<file path="src/design/acl_pkg.sv">
// Package for the five-tuple ACL classifier: types, codes and sizes.
// No dependencies; used by every module of the block.
package acl_pkg;

    localparam int RulesPerChain = 64;
    localparam int IdxW = $clog2(RulesPerChain);
    localparam int CntW = $clog2(RulesPerChain + 1);
    localparam int AddrW = IdxW + 1;

    localparam logic [7:0] ProtoTcp = 8'd6;
    localparam logic [7:0] ProtoUdp = 8'd17;

    localparam logic [1:0] ModeClassify = 2'd0;
    localparam logic [1:0] ModeAdd = 2'd1;
    localparam logic [1:0] ModeDelete = 2'd2;
    localparam logic [1:0] ModeUnused = 2'd3;

    localparam logic [1:0] PolicyAccept = 2'd0;
    localparam logic [1:0] PolicyDrop = 2'd1;
    localparam logic [1:0] PolicyNone = 2'd2;

    localparam logic [1:0] StatOk = 2'd0;
    localparam logic [1:0] StatFull = 2'd1;
    localparam logic [1:0] StatNotFound = 2'd2;

    localparam logic [1:0] CfgEnable = 2'd0;
    localparam logic [1:0] CfgInDefault = 2'd1;
    localparam logic [1:0] CfgOutDefault = 2'd2;

    typedef struct packed {
        logic [31:0] saddr;
        logic [31:0] daddr;
        logic [15:0] sport;
        logic [15:0] dport;
        logic [7:0]  protocol;
        logic [1:0]  policy;
        logic        disabled;
    } t_rule;

    typedef enum logic [2:0] {
        ST_IDLE,
        ST_READ,
        ST_CHECK,
        ST_SHIFT_RD,
        ST_SHIFT_WR,
        ST_DONE
    } t_state;

    typedef struct packed {
        logic load;
        logic rd;
        logic wr_item;
        logic wr_shift;
        logic idx_clr;
        logic idx_inc;
        logic cnt_inc;
        logic cnt_dec;
        logic set_result;
        logic res_hit;
        logic res_found;
    } t_cmd;

    typedef struct packed {
        logic [1:0] mode;
        logic       idx_end;
        logic       shift_end;
        logic       full;
        logic       match;
        logic       key_eq;
    } t_stat;

endpackage

</file>
<file path="src/design/acl_ctrl.sv">
// Controller of the ACL classifier: scans, adds and deletes rules.
// Depends on acl_pkg.
module acl_ctrl (
    input  logic            i_clk,
    input  logic            i_rst_n,
    input  logic            i_in_valid,
    output logic            o_in_stall,
    output logic            o_out_valid,
    input  logic            i_out_stall,
    input  acl_pkg::t_stat  i_stat,
    output acl_pkg::t_cmd   o_cmd
);

    acl_pkg::t_state r_state, n_state;
    logic r_valid;

    always_comb begin
        n_state = r_state;
        case (r_state)
            acl_pkg::ST_IDLE: begin
                if (i_in_valid && !(r_valid && i_out_stall)) n_state = acl_pkg::ST_READ;
            end
            acl_pkg::ST_READ: begin
                if (i_stat.mode == acl_pkg::ModeClassify ||
                    i_stat.mode == acl_pkg::ModeDelete) begin
                    n_state = i_stat.idx_end ? acl_pkg::ST_DONE : acl_pkg::ST_CHECK;
                end else begin
                    n_state = acl_pkg::ST_DONE;
                end
            end
            acl_pkg::ST_CHECK: begin
                if (i_stat.mode == acl_pkg::ModeClassify) begin
                    n_state = i_stat.match ? acl_pkg::ST_DONE : acl_pkg::ST_READ;
                end else if (i_stat.key_eq) begin
                    n_state = i_stat.shift_end ? acl_pkg::ST_DONE : acl_pkg::ST_SHIFT_WR;
                end else begin
                    n_state = acl_pkg::ST_READ;
                end
            end
            acl_pkg::ST_SHIFT_WR: begin
                n_state = i_stat.shift_end ? acl_pkg::ST_DONE : acl_pkg::ST_SHIFT_WR;
            end
            acl_pkg::ST_SHIFT_RD: n_state = acl_pkg::ST_DONE;
            acl_pkg::ST_DONE: n_state = acl_pkg::ST_IDLE;
            default: n_state = acl_pkg::ST_IDLE;
        endcase
    end

    // Delete: on key match, each SHIFT_WR cycle writes r_rd (entry idx+1) to idx.
    // The read of idx+1 is issued alongside, so CHECK and SHIFT_WR pre-read it.
    always_comb begin
        o_cmd = '0;
        case (r_state)
            acl_pkg::ST_IDLE: begin
                o_cmd.load = i_in_valid && !(r_valid && i_out_stall);
                o_cmd.idx_clr = 1'b1;
            end
            acl_pkg::ST_READ: begin
                o_cmd.rd = 1'b1;
                if (i_stat.mode == acl_pkg::ModeAdd) begin
                    o_cmd.set_result = 1'b1;
                    o_cmd.wr_item = !i_stat.full;
                    o_cmd.cnt_inc = !i_stat.full;
                end else if (i_stat.idx_end || (i_stat.mode != acl_pkg::ModeClassify &&
                                               i_stat.mode != acl_pkg::ModeDelete)) begin
                    o_cmd.set_result = 1'b1;
                end
            end
            acl_pkg::ST_CHECK: begin
                if (i_stat.mode == acl_pkg::ModeClassify) begin
                    o_cmd.idx_inc = !i_stat.match;
                    o_cmd.set_result = i_stat.match;
                    o_cmd.res_hit = i_stat.match;
                end else if (i_stat.key_eq) begin
                    o_cmd.rd = 1'b1;
                    o_cmd.wr_shift = 1'b1;
                    o_cmd.set_result = i_stat.shift_end;
                    o_cmd.res_found = 1'b1;
                    o_cmd.cnt_dec = i_stat.shift_end;
                end else begin
                    o_cmd.idx_inc = 1'b1;
                end
            end
            acl_pkg::ST_SHIFT_WR: begin
                o_cmd.idx_inc = 1'b1;
                o_cmd.rd = 1'b1;
                o_cmd.wr_shift = 1'b1;
                o_cmd.set_result = i_stat.shift_end;
                o_cmd.res_found = 1'b1;
                o_cmd.cnt_dec = i_stat.shift_end;
            end
            default: ;
        endcase
    end

    always_ff @(posedge i_clk) begin
        if (!i_rst_n) begin
            r_state <= acl_pkg::ST_IDLE;
            r_valid <= 1'b0;
        end else begin
            r_state <= n_state;
            if (r_state == acl_pkg::ST_DONE) begin
                r_valid <= 1'b1;
            end else if (!i_out_stall) begin
                r_valid <= 1'b0;
            end
        end
    end

    assign o_in_stall = r_state != acl_pkg::ST_IDLE || (r_valid && i_out_stall);
    assign o_out_valid = r_valid;

    a_one_pending: assert property (@(posedge i_clk) disable iff (!i_rst_n)
        r_state == acl_pkg::ST_DONE |-> !r_valid || !i_out_stall) else $error("result overrun");
    a_busy_stall: assert property (@(posedge i_clk) disable iff (!i_rst_n)
        r_state != acl_pkg::ST_IDLE |-> o_in_stall) else $error("accept while busy");
    a_single_write: assert property (@(posedge i_clk) disable iff (!i_rst_n)
        !(o_cmd.wr_item && o_cmd.wr_shift)) else $error("double write");

endmodule

</file>
<file path="config.mk">
export PLATFORM = sky130hd
export DESIGN_NAME = acl_ctrl
export DESIGN_NICKNAME = d
export VERILOG_FILES = /design/src/design/acl_pkg.sv /design/src/design/acl_ctrl.sv
export SDC_FILE = /design/constraint.sdc
export NUM_CORES = 1
export LEC_CHECK = 0
export BUFFER_PORTS_ARGS = -buffer_cell sky130_fd_sc_hd__buf_4
export CORE_AREA = 2 2 39 41
export CTS_BUF_LIST = sky130_fd_sc_hd__clkbuf_8
export DETAILED_ROUTE_END_ITERATION = 10
export DIE_AREA = 0 0 41 43
export GPL_ROUTABILITY_DRIVEN = 0
export SYNTH_ARGS = -nofsm -noshare
export SYNTH_HDL_FRONTEND = slang
export SYNTH_SLANG_ARGS = --single-unit
</file>
<file path="constraint.sdc">
create_clock -name i_clk -period 2.8 [get_ports i_clk]
set_clock_uncertainty 0.1 [all_clocks]
set_input_delay 0.56 -clock i_clk [delete_from_list [all_inputs] [get_ports i_clk]]
set_output_delay 0.56 -clock i_clk [all_outputs]
set_load 0.05 [all_outputs]
</file>
**Word level (Yosys, flattened, before mapping)**

Index checks and enable logic that the tools add are counted.

- Bits of input ports: 11
- Output and inout port bits: 13
- Register bits: 4
- Word-level logic and storage cells: 56

- Reductions and logical operators: 14
- Multiplexer cells: 30
- Equal/unequal tests: 10

Operator list:

| kind | number |
|---|---|
| $mux W3 | 6 |
| $mux W1 | 17 |
| $pmux W3 S5 | 1 |
| $pmux W1 S2 | 4 |
| $eq A3 B2 Y1 const B | 2 |
| $eq A3 B3 Y1 const B | 2 |
| $ne A2 B2 Y1 const B | 2 |
| $eq A3 B1 Y1 const B | 1 |
| $logic_and A1 B1 Y1 | 3 |
| $logic_not A1 Y1 | 3 |
| $logic_not A3 Y1 | 1 |
| $logic_or A1 B1 Y1 | 3 |
| $pmux W1 S3 | 1 |
| $reduce_bool A3 Y1 | 1 |
| $eq A2 B1 Y1 const B | 1 |
| $eq A2 B2 Y1 const B | 1 |
| $logic_not A2 Y1 | 1 |
| $mux W2 | 1 |
| $ne A2 B1 Y1 const B | 1 |
| $reduce_bool A2 Y1 | 1 |
| $reduce_or A2 Y1 | 1 |

**Logic depth before layout (Yosys ltp)**

Gate-level depths: netlist of run 1.

- Depth after elaboration: 6
- Mapped depth: 4
- Depth with buffers taken out: 3

**Least setup slack after synthesis of run 1**

OpenSTA, ideal clock, no wires.

- Kind: input-to-output
- Start: input i_stat[6] (netlist bit)
- End: output o_cmd[2] (netlist bit)
- Path buffers: 0
- Data required time: 2140 ps
- Slack: -136 ps
- Arrival time: 2276 ps
- Stages: 3
- Path through: or3b_2 > nor2_1 > a221o_1

RTL lines:

| item | line | RTL |
|---|---|---|
| start, declared | acl_ctrl.sv:10 | `input acl_pkg::t_stat i_stat,` |
| end, declared | acl_ctrl.sv:11 | `output acl_pkg::t_cmd o_cmd` |

==> results of run 1 <==
path summary, 6_finish.rpt:
path	start	to	cells after the start
setup reg to reg	r_state[1]$_SDFFE_PN0P_	r_state[2]$_SDFFE_PN0P_	3
hold / removal	i_rst_n	o_out_valid$_SDFFE_PN0P_	2
hold reg to reg	o_out_valid$_SDFFE_PN0P_	o_out_valid$_SDFFE_PN0P_	3
setup / recovery	r_state[0]$_SDFFE_PN0P_	o_cmd[8]	4
flip-flops by register name (all words and copies together), names as in the netlist:
signal	cells
r_state	3
o_out_valid	1
routing by layer:
layer	vias up	global-route usage [%]	part of all wire, %
li1	204	-	-
met1	180	16.7	45
met2	17	18.4	46
met3	2	3.66	7.1
met4	0	8.00	1.7
met5	-	0	0
cell type report:
class | instances | area [sq um]
inverters | 3 | 11.3
clock buffers | 3 | 41.3
fillers | 141 | 802
well taps | 16 | 20.0
multi-input cells | 33 | 256
flip-flops and latches | 4 | 80.1
repair buffers | 23 | 173
stage by stage:
step	setup WS, ns	std cells	util, %	hold WS, ns
after floorplan	0.112	43	-	0.543
after global placement	0.500	79	39.1	0.527
after detailed placement	0.497	79	39.1	0.539
after CTS	0.434	82	42.0	0.475
after global routing	0.348	82	42.0	0.496
final	0.437	82	42.0	0.473
kinds of logic (layout without fill, tap and decap cells):
| group | Yosys count | count (layout) | synth area share [%] |
|---|---|---|---|
| compound gates | 13 | 13 | 30.3 |
| simple gates | 20 | 20 | 37.2 |
| buf+inv | 6 | 29 | 10.3 |
| flops | 4 | 4 | 22.1 |
synthesized netlist by cell type (2+ instances only):
cell type	count	area share [%]
buf_4	2	4.1
a21oi_1	2	2.8
or3_1	2	3.4
and2_1	3	5.2
nand2b_1	2	3.4
a221o_1	2	5.5
o21ai_0	2	2.8
dfxtp_1	4	22
nor3_1	3	4.1
nand2_1	2	2.1
inv_1	2	2.1
power breakdown:
part	switching [uW]	total, uW	internal [uW]
clock	30.1	122	91.6
combinational	110	170	59.5
sequential	10.3	72.3	62.1
total	151	364	213
==> results.md, run 1 <==
- IR drop worst, VDD: 0.248 mV
- Unrepaired setup endpoints after global routing: false
- Core Rows: 14
- Antenna Cells: 0
- Crit share post-route: 84.4%
- CTS tree: done
- Power Dens Cells: between 600 and 700 nW/um^2
- Slew @ Worst Pin: around 0.32 ns
- Leak: about 0.00027 uW
- Die Ht: 43 um
- FFs w/ async S/R, synth: 0%
- Total power: 364 uW
- Worst path cell trace: inv_2 > or3_1 > nor4b_4 > buf_4
- WP buf/inv: 2
- Synth cell types: 28
- Crit Path Class: register to primary output
- Final Cell Area: 582 sq um
- # port buffers: 23
- Setup crit start kind: register
- Syn Inst Count: 43
- First DRT Iteration DRCs: 5
- Most used DFF post-synth: dfxtp_1
- Max FO, Critical Path: 8
- DIE AREA: about 1800 sq um
- Endpoint class of the critical path: primary output
- Slowest CP cell: dfxtp_1
- Avg Inst Size Synth: ~8.4 sq um
- I/O pins: 24
- Via count: around 400
- Setup tns final: 0 ns
- Most frequent cells in the layout: 23 x buf_4, 4 x dfxtp_1, 3 x nor3_1, 3 x and2_1, 3 x clkbuf_8
- Endpoints failing setup: 0
- DRC Markers: 0
- Sequential-to-total area share from yosys stat: 22.1%
- Commonest non-fill, non-tap cell in the layout: buf_4
- CTS resizes: 0
- Mapped cell area: 363 sq um
- P&R area growth vs syn: 60.3%
- Max Root-Sink Buffers: 2
- Drt pass-1 iters: 4
- Post-CTS Hold Buffers: 0
- Final hold vios: 0
- Final HPWL DP: about 740 um
- Worst slew margin: 78.3%
- First-pass GRT wire length: 1.56 mm
- Congestion Overflow GR: 0
- GRT Util Overall: 13.1%
- Area post-placement: ~540 sq um
- Placeable core area: about 1400 sq um
- Critical Path RT: 2.14 ns
- Proportion of layout cells with a drive suffix above 1: approximately half
- Post-CTS Setup Inserts: 0
- Layout Nets: slightly below 80
- Post-DRT Antenna Nets: 0
- R2r setup slk: approximately 1.4 ns
- Max Fclk: 423 MHz
- Final wirelength: 936 um
- EDFF count, synth: 0
- # clock sinks: 4
- Largest net degree at the start of global routing: 11
- H-tree levels: 1
- Min Tclk post-route: approximately 2.4 ns
- Number of buffers created by CTS: 3
- Max Transition Viols Final: 0
- CTS root buffer: clkbuf_8
- HP Class: input port to register
- Delay-heaviest family, CP: simple AND/OR/NAND/NOR gates
- Clock Latency Late Sink: between 0.2 and 0.25 ns
- Crit path arrival time: about 1.7 ns
- Clk slew on worst S/H paths: 0.03 ns
- Die width: between 40 and 50 um
- Syn nets: 54
- Largest stage delay, worst path: approximately 0.50 ns
- Yosys warning total: 0
- Vias per std cell: ~5
- Initial antenna violation count: 0
- Status: complete, no violations
- Wire per inst: between 10 and 15 um
- Vias in the first global route: around 380
- Starting density of the core: a little over a quarter
- Max-cap violations: 0
- Seq cells post-synth: 4
No activity file was read; power rests on OpenSTA's default activity.
==> inputs of run 2 (changes only) <==
Clock period 2.8 ns to 2.1 ns, I/O delays scaled along.
==> results.md, run 2 (same netlist as run 1, synthesis figures left out) <==
- Max FFs per register: 3 (unchanged)
- Commonest non-fill, non-tap cell in the layout: buf_4
- Final hold vios: 0 (unchanged)
- Largest net degree at the start of global routing: 10 (-1)
- First-pass GRT wire length: 1.47 mm (-5.8%)
- Core Rows: 14 (unchanged)
- CTS tree: done
- # fillers: 133 (-5.7%)
- Number of buffers created by CTS: 3 (unchanged)
- Reg with most FFs: r_state
- # clock sinks: 4 (unchanged)
- Worst slew margin: 80.7% (+2.3 points)
- DRC Markers: 0 (unchanged)
- I/O pins: 24 (unchanged)
- Most frequent cells in the layout: 26 x buf_4, 3 x nor3_1, 3 x clkbuf_8, 3 x buf_6
- Delay-heaviest family, CP: simple AND/OR/NAND/NOR gates
- Crit path arrival time: 1.52 ns (-0.18 ns)
- Initial antenna violation count: 0 (unchanged)
- Die width: 41 um (unchanged)
- Max FO, Critical Path: 8 (unchanged)
- Die Ht: 43 um (unchanged)
- Max Transition Viols Final: 0 (unchanged)
- Vias per std cell: 5.01 (+2.0%)
- Endpoints failing setup: 0 (unchanged)
- H-tree levels: 1 (unchanged)
- Leak: 0.000311 uW (+14%)
- Setup tns final: 0 ns (unchanged)
- Congestion Overflow GR: 0 (unchanged)
- FF/Latch Area: 86.3 sq um (+7.8%)
- HP Class: input port to register
- Endpoint class of the critical path: primary output
- Power Dens Cells: 770 nW/um^2 (+23%)
- Clock Latency Late Sink: 0.22 ns (about the same)
- WP buf/inv: 1 (-1)
- Max Fclk: a little under 500 MHz
- Via count: 441 (+9.4%)
- IR drop worst, VDD: 0.367 mV (+48%)
- Largest stage delay, worst path: 0.42 ns (-0.08 ns)
- # port buffers: 23 (unchanged)
- Crit share post-route: between 90% and 100%
- P&R area growth vs syn: 83.1%
- Starting density of the core: 26.2% (unchanged)
- Slew @ Worst Pin: 0.286 ns (-0.0388 ns)
- Setup crit start kind: register
- Clk slew on worst S/H paths: 0.03 ns (about the same)
- Max-cap violations: 0 (unchanged)
- Placeable core area: 1380 sq um (unchanged)
- Max Root-Sink Buffers: 2 (unchanged)
- First DRT Iteration DRCs: 9 (+4)
- Slowest CP cell: or3b_4
- CTS root buffer: clkbuf_8
- Layout Nets: 85 (+7.6%)
- Vias in the first global route: 370 (-1.6%)
- Top Layer Used: met4
- Status: complete, no violations
- Post-DRT Antenna Nets: 0 (unchanged)
- Finished Core Util: 48.0% (+6.0 points)
- GRT Util Overall: 12.2% (-0.80 points)
- Routed wire length on met2: 463 um (+7.2%)
- Area post-placement: 574 sq um (+6.3%)
- Crit Path Class: register to primary output
- Worst path cell trace: or3b_4 > o22ai_4 > and2_4 > buf_4
- Multi-input gate area: 274 sq um (+6.8%)
- Final wirelength: 956 um (+2.1%)
- Antenna Cells: 0 (unchanged)
- Proportion of layout cells with a drive suffix above 1: 66.7% (+15 points)
- Critical Path RT: 1.58 ns (-0.56 ns)
- WL met1: 403 um (-4.3%)
- Drt pass-1 iters: 4 (unchanged)
- Min Tclk post-route: roughly 2.0 ns
- Wire per inst: 10.9 um (-4.8%)
- Final Cell Area: 664 sq um (+14%)
- DIE AREA: 1760 sq um (unchanged)
- DR WL met3: 73 um (+11%)
[run 2: cell count changes in the layout (fill, tap and decap cells not counted), sizes merged]
| cell | delta |
|---|---|
| buf | +6 |
[run 2: through the flow]
step	hold WS, ns	power [uW]	setup WS [ns]	cells
global placement	0.531	337	0.101	81
CTS	0.342	508	-0.0121	87
detailed placement	0.507	338	0.0826	81
finish	0.348	512	0.0623	88
global route	0.345	544	-0.00126	88
floorplan	0.438	269	-0.173	43
[run 2: what timing repair did]
action                     CTS  global route
setup endpoints to repair    5             7
pin swaps                    2             1
buffers inserted             3             1
gates resized for setup      0             7
hold buffers                 0             0
[run 2: layout make-up]
cell class	instances	area share, %
Inverter	3	2.07
Sequential cell	4	13.0
Timing Repair Buffer	29	34.5
Multi-Input combinational cell	33	41.2
Clock buffer	3	6.21
Tap cell	16	3.01
[run 2: final timing paths]
path | slack, ns | startpoint | end | cells after the start
max | 0.06 | r_state[0]$_SDFFE_PN0P_ | o_cmd[3] | 4
min | 0.35 | i_rst_n | o_out_valid$_SDFFE_PN0P_ | 2
max reg2reg | 0.68 | r_state[0]$_SDFFE_PN0P_ | r_state[0]$_SDFFE_PN0P_ | 4
min reg2reg | 0.48 | r_state[1]$_SDFFE_PN0P_ | r_state[1]$_SDFFE_PN0P_ | 2
[run 2: metal layers]
layer  global-route usage (%)  up-vias
met5                        0        -
met2                     18.1       17
li1                         -      219
met1                     14.8      203
met3                     4.71        2
met4                     6.00        0
[run 2: report_power, final]
group	switching, uW	leakage (uW)	internal (uW)
clock network	37.6	0.0000216	122
registers	12.1	0.0000342	84.4
logic	154	0.000255	102
total	204	0.000311	308
[run 2: worst register-to-register path: stages (launching register included)]
cell and delay, ns:
dfxtp_4 0.36, or3b_4 0.42, buf_4 0.16, o21bai_1 0.15
a21oi_1 0.15
==> inputs of run 3 (changes only) <==
Settings changed: CELL_PAD_IN_SITES_DETAIL_PLACEMENT set to 0, CELL_PAD_IN_SITES_GLOBAL_PLACEMENT set to 1, CORE_AREA 2 2 39 41 to not set, CORE_MARGIN set to 2, CORE_UTILIZATION set to 25, DIE_AREA 0 0 41 43 to not set, PLACE_DENSITY_LB_ADDON set to 0.1.
==> results.md, run 3 (same netlist as run 1, synthesis figures left out) <==
- Status: complete, no violations
- Core Rows: 13 (-1)
- Setup crit start kind: register
- Seq pwr share: 17.7% (-1.2 points)
- Largest stage delay, worst path: 0.43 ns (about the same)
- Drt pass-1 iters: 2 (-2)
- Final HPWL DP: between 800 and 900 um
- Wire per inst: 11.2 um (+2.7%)
- P&R area growth vs syn: 81.7%
- Worst slew margin: 81.3% (+0.65 points)
- Slowest CP cell: or3b_4
- Multi-input gate area: 274 sq um (unchanged)
- Starting density of the core: 27.2% (+0.98 points)
- Vias in the first global route: 362 (-2.2%)
- CTS root buffer: clkbuf_8
- Antenna Cells: 0 (unchanged)
- CTS tree: done
- Max-cap violations: 0 (unchanged)
- Final wirelength: 971 um (+1.6%)
- Clock Latency Late Sink: 0.21 ns (about the same)
- Proportion of layout cells with a drive suffix above 1: 65.3% (-1.4 points)
- Largest net degree at the start of global routing: 9 (-1)
- DRC Markers: 0 (unchanged)
- Max FFs per register: 3 (unchanged)
- Hold depth: 2 (unchanged)
- Die Ht: 42.1 um (-2.1%)
- Post-CTS Hold Buffers: 0 (unchanged)
- Most frequent cells in the layout: 26 x buf_4, 3 x nor3_1, 3 x clkbuf_8, 3 x buf_6
- Clock Power Share: 30.9% (-0.3 points)
- Crit path arrival time: 1.52 ns (about the same)
- Post-DRT Antenna Nets: 0 (unchanged)
- Crit Path Class: register to primary output
- Max Root-Sink Buffers: 2 (unchanged)
- Worst path cell trace: or3b_4 > o22ai_4 > and2_4 > buf_4
- Max Fclk: 491 MHz (about the same)
- Endpoint class of the critical path: primary output
- H-tree levels: 1 (unchanged)
- Max FO, Critical Path: 6 (-2)
- Endpoints failing setup: 0 (unchanged)
- Reg-to-reg startpoint: r_state[2]$_SDFFE_PN0P_
- Worst r2r dst: r_state[2]$_SDFFE_PN0P_
- Initial antenna violation count: 0 (unchanged)
- Post-place setup slack: 0.0676 ns (-0.0150 ns)
- I/O pins: 24 (unchanged)
- Commonest non-fill, non-tap cell in the layout: buf_4
- Vias per std cell: 4.90 (-2.3%)
- Max Transition Viols Final: 0 (unchanged)
- # clock sinks: 4 (unchanged)
- FF/Latch Area: 85.1 sq um (-1.4%)
- GRT Util Overall: 11.1% (-1.1 points)
- R2r setup slk: 0.60 ns (-0.08 ns)
- Layout Nets: 85 (unchanged)
- Int Power: 309 uW (+0.21%)
- Slew @ Worst Pin: 0.277 ns (-0.00964 ns)
- First DRT Iteration DRCs: 4 (-5)
- DIE AREA: 1770 sq um (+0.51%)
- Reg with most FFs: r_state
- Placeable core area: 1330 sq um (-3.6%)
- Critical Path RT: 1.58 ns (about the same)
- Crit share post-route: 97.0% (about the same)
- Worst setup margin: 0.0631 ns (+0.000832 ns)
- Final hold vios: 0 (unchanged)
- Hold Crit Endpoint: o_out_valid$_SDFFE_PN0P_
- HP Class: input port to register
- Gate power share: 51.4% (+1.4 points)
- Leak: 0.000311 uW (about the same)
- NetSw: 202 uW (-0.83%)
- Power Dens Cells: 774 nW/um^2 (+0.55%)
- IR drop worst, VDD: 0.563 mV (+53%)
- Finished Core Util: 49.4% (+1.4 points)
- Via count: 426 (-3.4%)
- Congestion Overflow GR: 0 (unchanged)
- Reg2reg path depth: 4 (unchanged)
- # fillers: 130 (-2.3%)
- Total power: 511 uW (-0.21%)
- Hold path start: i_rst_n
- Clk slew on worst S/H paths: 0.03 ns (about the same)
- Die width: 42.1 um (+2.7%)
- # port buffers: 23 (unchanged)
- Min Tclk post-route: 2.04 ns (-0.000832 ns)
- Sw frac: 39.6% (-0.25 points)
- Number of buffers created by CTS: 3 (unchanged)
- First-pass GRT wire length: 1.49 mm (+1.4%)
run 3: cell type report:
class | instances | area share, %
Sequential cell | 4 | 12.9
Tap cell | 15 | 2.85
Timing Repair Buffer | 29 | 34.7
Clock buffer | 3 | 6.26
Multi-Input combinational cell | 33 | 41.6
Inverter | 3 | 1.71
run 3: repair_timing:
action                                  CTS  global route
endpoints found under the setup margin    5             5
resized for setup                         1             4
buffers inserted                          2             1
pin swaps                                 1             2
hold endpoints to repair                  0             0
run 3: critical path: cells and delay by family (launching register included):
family,cells,cell delay [ns]
and+or+nand+nor,2,0.60
DFF,1,0.35
AOI/OAI and AO/OA,1,0.16
buffers and inverters,1,0.18
run 3: worst max path at each step:
stage | start | to | slack (ns) | depth (start not counted)
3_5_place_dp | i_stat[6] | o_cmd[2] | 0.07 | 5
4_1_cts | r_state[0]$_SDFFE_PN0P_ | o_cmd[4] | -0.009 | 4
6_report | r_state[1]$_SDFFE_PN0P_ | o_cmd[3] | 0.06 | 4
2_1_floorplan | r_state[1]$_SDFFE_PN0P_ | o_cmd[8] | -0.17 | 4
3_3_place_gp | i_stat[6] | o_cmd[2] | 0.09 | 5
5_1_grt | r_state[1]$_SDFFE_PN0P_ | o_cmd[3] | -0.005 | 4
run 3: routing by layer:
layer | track usage [%] | vias to the layer above | share of wire, %
li1 | - | 218 | -
met1 | 13.6 | 195 | 46
met3 | 8.19 | 0 | 7.5
met2 | 16.9 | 13 | 47
met5 | 0 | - | 0
met4 | 0 | 0 | 0
run 3: per-stage QoR:
stage | hold WS, ns | cells | setup TNS [ns] | area [sq um]
2_1_floorplan | 0.438 | 43 | -0.218 | 397
3_3_place_gp | 0.515 | 81 | 0 | 581
3_5_place_dp | 0.509 | 81 | 0 | 581
4_1_cts | 0.333 | 86 | -0.0167 | 638
5_1_grt | 0.340 | 87 | -0.00523 | 659
6_report | 0.332 | 87 | 0 | 659
run 3: power by group through the flow:
stage	Clock (uW)	Sequential [uW]	Combinational, uW
global placement	0	95.2	248
global route	170	91.6	276
finish	158	90.6	262
floorplan	0	95.6	173
CTS	161	93.5	252
detailed placement	0	94.3	246
